### src/cpg_pkg.sv
`timescale 1ns / 1ps
// ----------------------------------------------------------------------------
// cpg_pkg - shared types and constants for the contiguous prefix gate
// Item layouts, command codes and the control word of the sorted cell chain.
// ----------------------------------------------------------------------------
package cpg_pkg;

	localparam int CTR_W         = 32;   // counter part of a sequence value
	localparam int SEQ_W         = 64;   // term and counter
	localparam int CMD_W         = 2;
	localparam int GAPS_W        = 10;   // width of the reported gap count
	localparam int GAP_DEPTH_DEF = 512;
	localparam int OR_FAN        = 16;   // fan-in of one duplicate tree level

	localparam logic [CMD_W-1:0] CMD_NEW   = 2'd0;
	localparam logic [CMD_W-1:0] CMD_SYNC  = 2'd1;
	localparam logic [CMD_W-1:0] CMD_FLUSH = 2'd2;

	typedef struct packed {
		logic [CMD_W-1:0] cmd;
		logic [SEQ_W-1:0] seq_value;
	} in_item_t;

	typedef struct packed {
		logic [CTR_W-1:0]  prefix_now;
		logic              released;
		logic [SEQ_W-1:0]  release_target;
		logic [GAPS_W-1:0] gaps_held;
		logic              overflowed;
	} out_item_t;

	// HOLD: keep; CMP: latch compare flags; INS: sorted insert; POP: shift to head
	typedef enum logic [1:0] {
		OP_HOLD,
		OP_CMP,
		OP_INS,
		OP_POP
	} cell_op_t;

	typedef struct packed {
		cell_op_t         op;
		logic [CTR_W-1:0] key;
	} cell_ctrl_t;

endpackage

### src/cpg_or_tree.sv
`timescale 1ns / 1ps
// ----------------------------------------------------------------------------
// cpg_or_tree - registered OR reduction of the per-slot match flags
// Two register levels of fixed fan-in, final OR taken after the second.
// ----------------------------------------------------------------------------
module cpg_or_tree #(
	parameter int N = 512
) (
	input  logic         clk,
	input  logic [N-1:0] bits,
	output logic         any
);
	import cpg_pkg::*;

	localparam int N1 = (N + OR_FAN - 1) / OR_FAN;
	localparam int N2 = (N1 + OR_FAN - 1) / OR_FAN;

	logic [N1*OR_FAN-1:0] pad1;
	logic [N2*OR_FAN-1:0] pad2;
	logic [N1-1:0]        l1_q;
	logic [N2-1:0]        l2_q;

	always_comb begin
		pad1        = '0;
		pad1[N-1:0] = bits;
		pad2         = '0;
		pad2[N1-1:0] = l1_q;
	end

	always_ff @(posedge clk) begin
		for (int g = 0; g < N1; g++) begin
			l1_q[g] <= |pad1[g*OR_FAN +: OR_FAN];
		end
		for (int g = 0; g < N2; g++) begin
			l2_q[g] <= |pad2[g*OR_FAN +: OR_FAN];
		end
	end

	assign any = |l2_q;

endmodule

### config.mk
export PLATFORM = sky130hd
export DESIGN_NAME = cpg_or_tree
export DESIGN_NICKNAME = d
export VERILOG_FILES = /design/src/cpg_pkg.sv /design/src/cpg_or_tree.sv
export SDC_FILE = /design/constraint.sdc
export NUM_CORES = 1
export LEC_CHECK = 0
export BUFFER_PORTS_ARGS = -buffer_cell sky130_fd_sc_hd__buf_2
export CORE_AREA = 2 2 200 202
export DETAILED_ROUTE_END_ITERATION = 12
export DIE_AREA = 0 0 202 204
export GPL_ROUTABILITY_DRIVEN = 0
export PLACE_DENSITY = 0.3
export SLEW_MARGIN = 20
export SYNTH_ARGS = -nofsm -noshare
export SYNTH_HDL_FRONTEND = slang
export SYNTH_SLANG_ARGS = --single-unit
### constraint.sdc
create_clock -name clk -period 1.5 [get_ports clk]
set_clock_uncertainty 0.15 [all_clocks]
set_input_delay 0.3 -clock clk [delete_from_list [all_inputs] [get_ports clk]]
set_output_delay 0.3 -clock clk [all_outputs]
set_load 0.005 [all_outputs]
Word level (Yosys, flattened, before mapping) --
Cells that the tools add are included.
Cells by class: reductions and logical operators 35
Operators by type and width (number):
- 16-bit OR reduction | 34
- 2-bit OR reduction | 1
Word-level totals: output and inout port bits 1, logic and storage cells 37, bits in registers 34

Longest topological paths before layout --
word-level depth 1, gate-level depth with buffers 2, depth with buffers taken out 2

Worst setup path before layout --
No wires, ideal clock.
path type flip-flop to output port, from register l2_q[1], to output port any, required time 1.050 ns, buffers on the path 0, data arrival time 0.558 ns, slack 0.492 ns, cell stages (with the launch flop) 2, path through dfxtp_1 -> or2_2
Between the ends: cells in the longest elaborated chain, start to end 1
Ends and longest elaborated chain:
- start: declaration | RTL line cpg_or_tree.sv:21 | logic [N2-1:0] l2_q;
- start signal: indexed assignment | RTL line cpg_or_tree.sv:35 | l2_q[g] <= |pad2[g*OR_FAN +: OR_FAN];
- 2-bit OR reduction | RTL line cpg_or_tree.sv:39 | assign any = |l2_q;
- end: declaration | RTL line cpg_or_tree.sv:11 | output logic any
Every way passes these cells.

Final worst setup path --
Ends and elaborated chain as after synthesis.

==> metrics.txt <==
commonest non-fill, non-tap cells in the layout=buf_2 (512), nor4_1 (136), nand4_1 (34), dfxtp_1 (34), buf_4 (7); clk slew on worst S/H paths=roughly 60 ps; Synth top area share=48.6%; DR vias/cell=3.30; Min-Delay Path Class=input port to flop; syn avg cell area=around 8.5 µm²; Synth Register Bits=34; R2R Setup Slk=roughly 200 ps; Die H=~200 µm; Period minus WS final=~1400 ps; critical path endpoint category=primary output; Netlist Area Pre-Place=about 1800 µm²; vias in the first global route=around 4400; first-pass GRT wire length=roughly 23000 µm; critical path data required time=approximately 1100 ps; dpl cell area=5030 µm²; WL/cell=between 10 and 15 µm; Gate Count Post-Synth=slightly above 200; DRT Pass-1 Iters=4; main area contributors after synthesis=nor4_1 (49%), dfxtp_1 (39%), nand4_1 (12%); Via Count=between 4000 and 5000; initial drt markers=between 100 and 150; Root Driver=clkbuf_16; Sink Count=34; Die X=between 200 and 250 µm; worst-path cell chain=or2_4 -> buf_6; Largest delay share family, worst path=flip-flops; Area growth syn-to-layout=197%; layout cell share with drive strength beyond 1=about 70%; Worst-Margin Slew=just over 600 ps; Post-route DRC=0; RSZ-0062 raised after global routing=false; clock latency on the worst-skew pair=310 ps; Final ANT Viol Nets=0; Seq/Total Area, Yosys=roughly 39%; clock tree buffer depth=2; worst flop-to-flop path startpoint=l1_q[8]; element type at the critical path start=flop; H-tree depth=2; final non-filler cell area=between 5000 and 6000 µm²; Rel. slew slack=between 50% and 60%; pwr/cell area=543 nW/µm²; Setup crit end=any; io pins=514; setup TNS=0 ps; Rows=73; LEAKAGE=roughly 2.5 nW; WP depth=2; Pins Over Slew Limit=0; Hold Buf Count CTS=0; Unique masters post-synth=4; Layout fillers=4532; CTS tree=done; maxcap violations=0; TritonCTS buffer count=5; syn nets=~720; FF-to-FF path depth=2; peak supply drop=approximately 0.34 mV; worst setup path class=flop to primary output; initial antenna violation count=12; yosys warns=0; DP HPWL=16600 µm; # setup viols final=0; gr ovfl total=0; WL final=18000 µm; Max stage delay on crit path=approximately 300 ps; status=finished clean; crit path DAT=960 ps; area leader, netlist=nor4_1; I/O Buffers=just over 500; setup slack after layout=around 93 ps; Setup WS pre-CTS=-292 ps; final worst-path cycle share=a little over nine tenths; total global-route track usage=under 10%; CP max stage cell=dfxtp_1; largest net degree at the start of global routing=11; most common cell after layout, fill and taps aside=buf_2; Crit. Startpoint=l2_q[1]; DIE AREA=41200 µm²; Worst Path Max Fanout=1; reg2reg end=l2_q[0]; Fmax=711 MHz; final hold viol count=0; Core ar.=a little under 40000 µm²; Bufs and invs on worst path=1; final net count=~1200; Starting Density=4.47%
worst min path at each step:
| stage | startpoint | endpoint | slack, ps | depth (start not counted) |
|---|---|---|---|---|
| after floorplan | l1_q[14] | l2_q[0] | 250 | 2 |
| after global placement | l1_q[24] | l2_q[1] | 300 | 2 |
| after detailed placement | l1_q[24] | l2_q[1] | 310 | 2 |
| after CTS | bits[350] | l1_q[21] | 2 | 3 |
| after global routing | bits[123] | l1_q[7] | 20 | 3 |
| final | bits[350] | l1_q[21] | 40 | 3 |
through the flow:
step,hold WS (ps),std cells,power [mW],utilization [%]
2_1_floorplan,250,205,0.985,-
3_3_place_gp,301,1250,1.70,12.8
3_5_place_dp,306,1250,1.70,12.8
4_1_cts,1.69,1258,2.97,13.2
5_1_grt,15.9,1267,3.04,13.3
6_report,36.3,1267,2.82,13.3
cell families (layout without fill, tap and decap cells):
group         Yosys count  count (layout)  synth area share, %
buf+inv                 0             528                    0
flops                  34              34                 38.9
other cells             0               9                    0
simple gates          171             171                 61.1
layout make-up:
| cell class | instances | area [µm²] | area share (%) |
|---|---|---|---|
| Sequential cell | 34 | 681 | 13.1 |
| Timing Repair Buffer | 520 | 2630 | 50.4 |
| Tap cell | 525 | 657 | 12.6 |
| Clock buffer | 7 | 143 | 2.74 |
| Multi-Input combinational cell | 171 | 1070 | 20.6 |
| Antenna cell | 9 | 22.5 | 0.433 |
| Clock inverter | 1 | 5.00 | 0.0961 |
Yosys cell counts:
| cell type | instances |
|---|---|
| nor4_1 | 136 |
| dfxtp_1 | 34 |
| nand4_1 | 34 |
| or2_2 | 1 |
layer usage:
| layer | up-vias | GRT usage [%] | part of all wire [%] |
|---|---|---|---|
| met5 | - | 0 | 0.072 |
| met4 | 2 | 9.87 | 10 |
| met3 | 60 | 1.77 | 9.4 |
| met2 | 343 | 15.0 | 52 |
| met1 | 1755 | 6.42 | 29 |
| li1 | 2019 | - | - |
worst min-delay path, delay by kind of cell:
family / cells / cell delay [ps]
buffers and inverters: 1 / 70
and+or+nand+nor: 2 / 80
registers in the layout (all words and copies together) (netlist names):
name  cells
l2_q      2
l1_q     32
report_power, final:
part / switching (mW) / internal (mW) / leakage [nW] / total (mW)
Sequential: 0.0000105 / 0.903 / 0.275 / 0.903
Combinational: 0.270 / 0.507 / 2.13 / 0.777
Clock: 0.484 / 0.661 / 0.0740 / 1.14
what timing repair did:
action	in CTS	in global routing
setup endpoints to repair	1	0
hold endpoints to repair	0	0
resized for setup	2	0
setup buffers	0	0
No activity file was read; power rests on OpenSTA's default activity.
