--- src/cpg_pkg.sv ---
`timescale 1ns / 1ps
// ----------------------------------------------------------------------------
// cpg_pkg - shared types and constants for the contiguous prefix gate
// Item layouts, command codes and the control word of the sorted cell chain.
// ----------------------------------------------------------------------------
package cpg_pkg;

	localparam int CTR_W         = 32;   // counter part of a sequence value
	localparam int SEQ_W         = 64;   // term and counter
	localparam int CMD_W         = 2;
	localparam int GAPS_W        = 10;   // width of the reported gap count
	localparam int GAP_DEPTH_DEF = 512;
	localparam int OR_FAN        = 16;   // fan-in of one duplicate tree level

	localparam logic [CMD_W-1:0] CMD_NEW   = 2'd0;
	localparam logic [CMD_W-1:0] CMD_SYNC  = 2'd1;
	localparam logic [CMD_W-1:0] CMD_FLUSH = 2'd2;

	typedef struct packed {
		logic [CMD_W-1:0] cmd;
		logic [SEQ_W-1:0] seq_value;
	} in_item_t;

	typedef struct packed {
		logic [CTR_W-1:0]  prefix_now;
		logic              released;
		logic [SEQ_W-1:0]  release_target;
		logic [GAPS_W-1:0] gaps_held;
		logic              overflowed;
	} out_item_t;

	// HOLD: keep; CMP: latch compare flags; INS: sorted insert; POP: shift to head
	typedef enum logic [1:0] {
		OP_HOLD,
		OP_CMP,
		OP_INS,
		OP_POP
	} cell_op_t;

	typedef struct packed {
		cell_op_t         op;
		logic [CTR_W-1:0] key;
	} cell_ctrl_t;

endpackage

--- src/cpg_cell.sv ---
`timescale 1ns / 1ps
// ----------------------------------------------------------------------------
// cpg_cell - one slot of the sorted gap chain
// Holds one counter, compares it with the broadcast key and trades values
// with its neighbors on insert and pop.
// ----------------------------------------------------------------------------
module cpg_cell #(
	parameter int IDX    = 0,
	parameter int FILL_W = 10
) (
	input  logic                     clk,
	input  cpg_pkg::cell_ctrl_t      ctrl,
	input  logic [FILL_W-1:0]        fill,
	input  logic [cpg_pkg::CTR_W-1:0] prev_val,
	input  logic                     prev_lt,
	input  logic [cpg_pkg::CTR_W-1:0] next_val,
	output logic [cpg_pkg::CTR_W-1:0] val,
	output logic                     lt,
	output logic                     eq
);
	import cpg_pkg::*;

	logic [CTR_W-1:0] val_q;
	logic             lt_q;
	logic             eq_q;
	logic             occ;

	// slot holds a live counter when it lies below the fill count
	assign occ = fill > FILL_W'(IDX);

	always_ff @(posedge clk) begin
		case (ctrl.op)
			OP_CMP: begin
				lt_q <= occ && (val_q < ctrl.key);
				eq_q <= occ && (val_q == ctrl.key);
			end
			OP_INS: begin
				// first slot not below the key takes it, later ones shift up
				if (!lt_q) begin
					val_q <= prev_lt ? ctrl.key : prev_val;
				end
			end
			OP_POP: begin
				val_q <= next_val;
			end
			default: begin
			end
		endcase
	end

	assign val = val_q;
	assign lt  = lt_q;
	assign eq  = eq_q;

endmodule

--- config.mk ---
export PLATFORM = sky130hd
export DESIGN_NAME = cpg_cell
export DESIGN_NICKNAME = d
export VERILOG_FILES = /design/src/cpg_pkg.sv /design/src/cpg_cell.sv
export SDC_FILE = /design/constraint.sdc
export NUM_CORES = 1
export LEC_CHECK = 0
export BUFFER_PORTS_ARGS = -buffer_cell sky130_fd_sc_hd__buf_4
export CORE_ASPECT_RATIO = 1.75
export CORE_MARGIN = 10
export CORE_UTILIZATION = 46
export CTS_BUF_LIST = sky130_fd_sc_hd__clkbuf_8
export CTS_CLUSTER_SIZE = 12
export DETAILED_ROUTE_END_ITERATION = 10
export PLACE_DENSITY = 0.84
export SYNTH_ARGS = -nofsm -noshare
export SYNTH_HDL_FRONTEND = slang
export SYNTH_SLANG_ARGS = --single-unit
export TNS_END_PERCENT = 1
--- constraint.sdc ---
create_clock -name clk -period 4.2 [get_ports clk]
set_clock_uncertainty 0.15 [all_clocks]
set_input_delay 0 -clock clk [delete_from_list [all_inputs] [get_ports clk]]
set_output_delay 0 -clock clk [all_outputs]
set_load 0.01 [all_outputs]
# == Word level (Yosys, flattened, before mapping) ==
# Cells that the tools add are included.
# word_totals
regBits,34
inputBits,110
out_inout_bits,34
wordCells,17
# classes
magnitude_cmp,2
eq_ne,5
mux,3
n_reduce_logical,4
# ops
operator,count
$mux 32,2
$pmux 32 s2,1
$eq 32x32->1,1
$lt 32x32->1,1
$gt 10x1->1 const B,1
$eq 2x2->1 const B,2
$eq 2x1->1 const B,1
$logic_and 1x1->1,2
$ne 2x2->1 const B,1
$reduce_and 2->1,1
$reduce_bool 2->1,1

# == Longest topological paths before layout ==
# logic_depth
ltp_word,3
depth_mapped,7

# == Least setup slack after synthesis ==
# No wires, ideal clock.
# synth_path
kind,reg-to-reg
startpoint,"reg lt_q, in the netlist lt"
endpoint,"reg val_q[0], in the netlist val[0] (enable)"
setup_ns,0.471
arrival_ns,2.828
required_time_ns,3.579
path_slack_ns,0.751
path_stages_with_launch,2
n_path_buf,0
synth_period_minus_slack_ns,3.449
path_cell_list,edfxtp_1 -> a21boi_0
# synth_between
elab_chain_len,2
# synth_lines
item,line,source
from (decl),cpg_cell.sv:24,logic lt_q;
from (signal assigned),cpg_cell.sv:34,lt_q <= occ && (val_q < ctrl.key);
$ne 2x2->1 (no line),n/a,
$reduce_and 2->1 (no line),n/a,
to (signal assigned),cpg_cell.sv:40,val_q <= prev_lt ? ctrl.key : prev_val;
to (signal assigned),cpg_cell.sv:44,val_q <= next_val;
to (decl),cpg_cell.sv:23,logic [CTR_W-1:0] val_q;
# Every way passes these cells.
# A chain may end at the register's enable or synchronous reset.

# == Worst setup path after layout ==
# layout_path
startpoint,in ctrl[33] (netlist bit)
endpoint,"reg val_q[22], in the netlist val[22] (data pin)"
# layout_between
elab_chain_len,2
elab_cells_between_ends,3
classes_between,eq/ne (2); mux (1)
# layout_lines
item,line,source
from (decl),cpg_cell.sv:12,"input cpg_pkg::cell_ctrl_t ctrl,"
$eq 2x2->1,cpg_cell.sv:32,case (ctrl.op)
$pmux 32 s2 (*),cpg_cell.sv:32,
# Mark *: on every way between the ends. The rest lies on a longest branch, timed or not.

==> impl_metrics.csv <==
group,metric,value,unit
run_status,outcome,"finished with violations",
run_status,violations,"negative hold slack",
synthesis,yosysMostFrequentCell,"nand2_1",
hold_path,min_to,"val[26]",
pwr,p_per_area,228,nW/um2
cts,cts_hold_buf,62,
place,hpwlAfterDp,6.74,mm
detailed_routing,postRouteAntennaNets,0,
pwr,switchingPower,0.000272,W
layout,drive_above_1_share,0.331,
synthesis,async_reset_ff_frac,0,
grt,grt_remaining_overflow,0,
pwr,seq_power_share,0.424,
synthesis,synth_top_flop_cell,"edfxtp_1",
cts,clk_path_buf_depth,2,
synthesis,avgSynthCellArea,9.71,um2
detailed_routing,met1Wirelength,3.14,mm
floorplan,die_x,76.0,um
synthesis,synth_edf_count,34,
grt,grtUsageTotal,0.203,
worst_setup_path,required,4.07,ns
detailed_routing,vias,2713,
worst_setup_path,timing.rr.end,"lt",
detailed_routing,totalWireLength,9.44,mm
pwr,p_clk_frac,0.227,
synthesis,synthCells,260,
pwr,vdd_drop_max,0.000235,V
worst_setup_path,regToRegSetupSlack,2.10,ns
worst_setup_path,reg2reg_depth,6,
timing,setup_tns,0,ns
floorplan,initial_core_util,0.477,
worst_setup_path,criticalPathCategory,"primary input to register",
hold_path,min-delay-start,"prev_val[26]",
floorplan,core,5300,um2
synthesis,ys_seq_area_frac,0.404,
cts,cts_tree,"built",
synthesis,synth_common_cells,"36 x nand2_1, 34 x edfxtp_1, 34 x o21ai_0, 33 x inv_1",
synthesis,synthTopCellsByArea,"edfxtp_1 40%, ha_1 16%, mux2i_1 13%",
timing,finalCritPeriodShare,0.617,
detailed_routing,firstDrtPassIters,4,
floorplan,dieArea,8970,um2
layout,nets,603,
detailed_routing,wire_per_inst,17.6,um
job,drv_cap,0,
pwr,intPower,0.000723,W
hold_path,hold_class,"primary input to register",
hold_path,min_path_cells,3,
synthesis,synthesis.area,2520,um2
detailed_routing,drc,0,
worst_setup_path,cp-start-kind,"primary input",
cts,cts.sinks,34,
worst_setup_path,critPathMaxFanout,64,
cts,clk_latency,0.27,ns
grt,grt_pass1_wl,14.9,mm
synthesis,ys.warnings.count,0,
detailed_routing,routed.top_layer,"met4",
timing,final_hold_viol_count,1,
worst_setup_path,crit_arrival,2.46,ns
cts,clk_pin_slew,0.07,ns
worst_setup_path,crit-reg2reg-launch,"val[29]",
synthesis,synth_top_area_cell,"edfxtp_1",
detailed_routing,wl_met2,5.53,mm
timing,max_freq,0.386,GHz
timing,tightest_slew,1.09,ns
grt,grt_max_degree,65,
detailed_routing,drtIter0Drc,101,
detailed_routing,wl_met3,555,um
cts,cts_made_buffers,5,
pwr,p_leak,2.13,nW
place,port-buffer-count,143,
cts,cts_max_level,2,
pwr,swShare,0.273,
cts,cts-resized-gates,0,
detailed_routing,avgViaCountPerCell,5.05,
synthesis,yosysUniqueCellTypes,25,
floorplan,num_rows,35,
place,finalWeightedCongestion,0.737,
synthesis,yosysTopAreaCellShare,0.404,
synthesis,synth_seq_cells,34,
worst_setup_path,crit_path_end_kind,"register",
timing,timing.final.crit_period,2.59,ns
timing,grt_setup_unrepaired,"no",
floorplan,ios,144,
timing,drv_slew,0,
synthesis,syn_nets,402,
grt,antenna_found_initial,1,
grt,grt_pass1_vias,3013,
cts,post_cts_buffers,0,
cts,cts_root_buf,"clkbuf_8",
timing,relSlewSlack,0.269,
timing,holdWs,-0.00567,ns
layout,area_delta_synth_final,72.8,%
timing,finalSetupViolations,0,
pwr,pwr-share-comb,0.349,
floorplan,fp.dieH,118,um
## critical path: stages
cell and delay (ns):
dlygate4sd3_1 0.54, buf_4 0.12, and2_2 0.81, o21ai_0 0.31
dlygate4sd3_1 0.66
## power groups by stage
| stage | clock, W | combinational, W | sequential, W |
|---|---|---|---|
| 2_1_floorplan | 0 | 0.000114 | 0.000439 |
| 3_3_place_gp | 0 | 0.000270 | 0.000426 |
| 3_5_place_dp | 0 | 0.000279 | 0.000429 |
| 4_1_cts | 0.000230 | 0.000342 | 0.000421 |
| 5_1_grt | 0.000243 | 0.000381 | 0.000425 |
| 6_report | 0.000226 | 0.000347 | 0.000422 |
## layout by cell type, fill, tap and decap left out, drive strengths merged
master       instances
nand2               36
and2                 1
clkbuf               5
nand4                8
a21o                 5
o211ai               1
inv                 34
clkinv               2
a211oi               2
nor4                 4
o311ai               1
nor3                 2
o31a                 1
buf                143
o21ai               34
a21boi               2
ha                  32
a21oi               11
nor2b                1
diode                1
edfxtp              34
nor2                 4
or4                  2
mux2i               32
nand3                3
dlygate4sd3         62
## kinds of logic after synthesis
kind of cell    after synthesis  synth area share
fa+ha+maj                    32             0.159
flops                        34             0.404
simple gates                 61             0.117
buf+inv                      44            0.0669
compound gates               57             0.126
mux                          32             0.127
## flip-flops by register name, indices dropped and copies added (netlist names)
name / flops
eq: 1
val: 32
lt: 1
## how the worst max path moves through the flow
| stage | startpoint | to | cells after the start |
|---|---|---|---|
| 6_report | ctrl[33] | val[22] | 5 |
| 5_1_grt | ctrl[33] | val[22] | 5 |
| 4_1_cts | ctrl[33] | val[7] | 5 |
| 3_5_place_dp | val[29] | lt | 6 |
| 3_3_place_gp | val[29] | lt | 6 |
| 2_1_floorplan | lt | val[0] | 1 |
## per-stage QoR
stage	cell area (um2)	setup slack (ns)	instances	power (W)	utilization
floorplan	2520	0.751	260	0.000553	-
global placement	3660	2.19	466	0.000696	0.690
detailed placement	3660	2.11	466	0.000708	0.690
CTS	4360	1.79	536	0.000993	0.823
global route	4360	1.51	537	0.00105	0.823
finish	4360	1.61	537	0.000994	0.823
## routing by layer
layer | vias to the layer above | global-route usage
met5 | - | 0
met4 | 0 | 0.0655
met3 | 14 | 0.0512
met2 | 92 | 0.406
met1 | 1269 | 0.187
li1 | 1338 | -
## area by class of cell
cell class	count	area, um2
antenna	1	2.50
clock buffer	5	68.8
clock inverter	3	12.5
fill	342	936
inverter	33	124
multi-input combinational	182	1350
sequential	34	1020
tap	74	92.6
timing repair buffer	205	1690
Power figures use the tool's default switching activity.
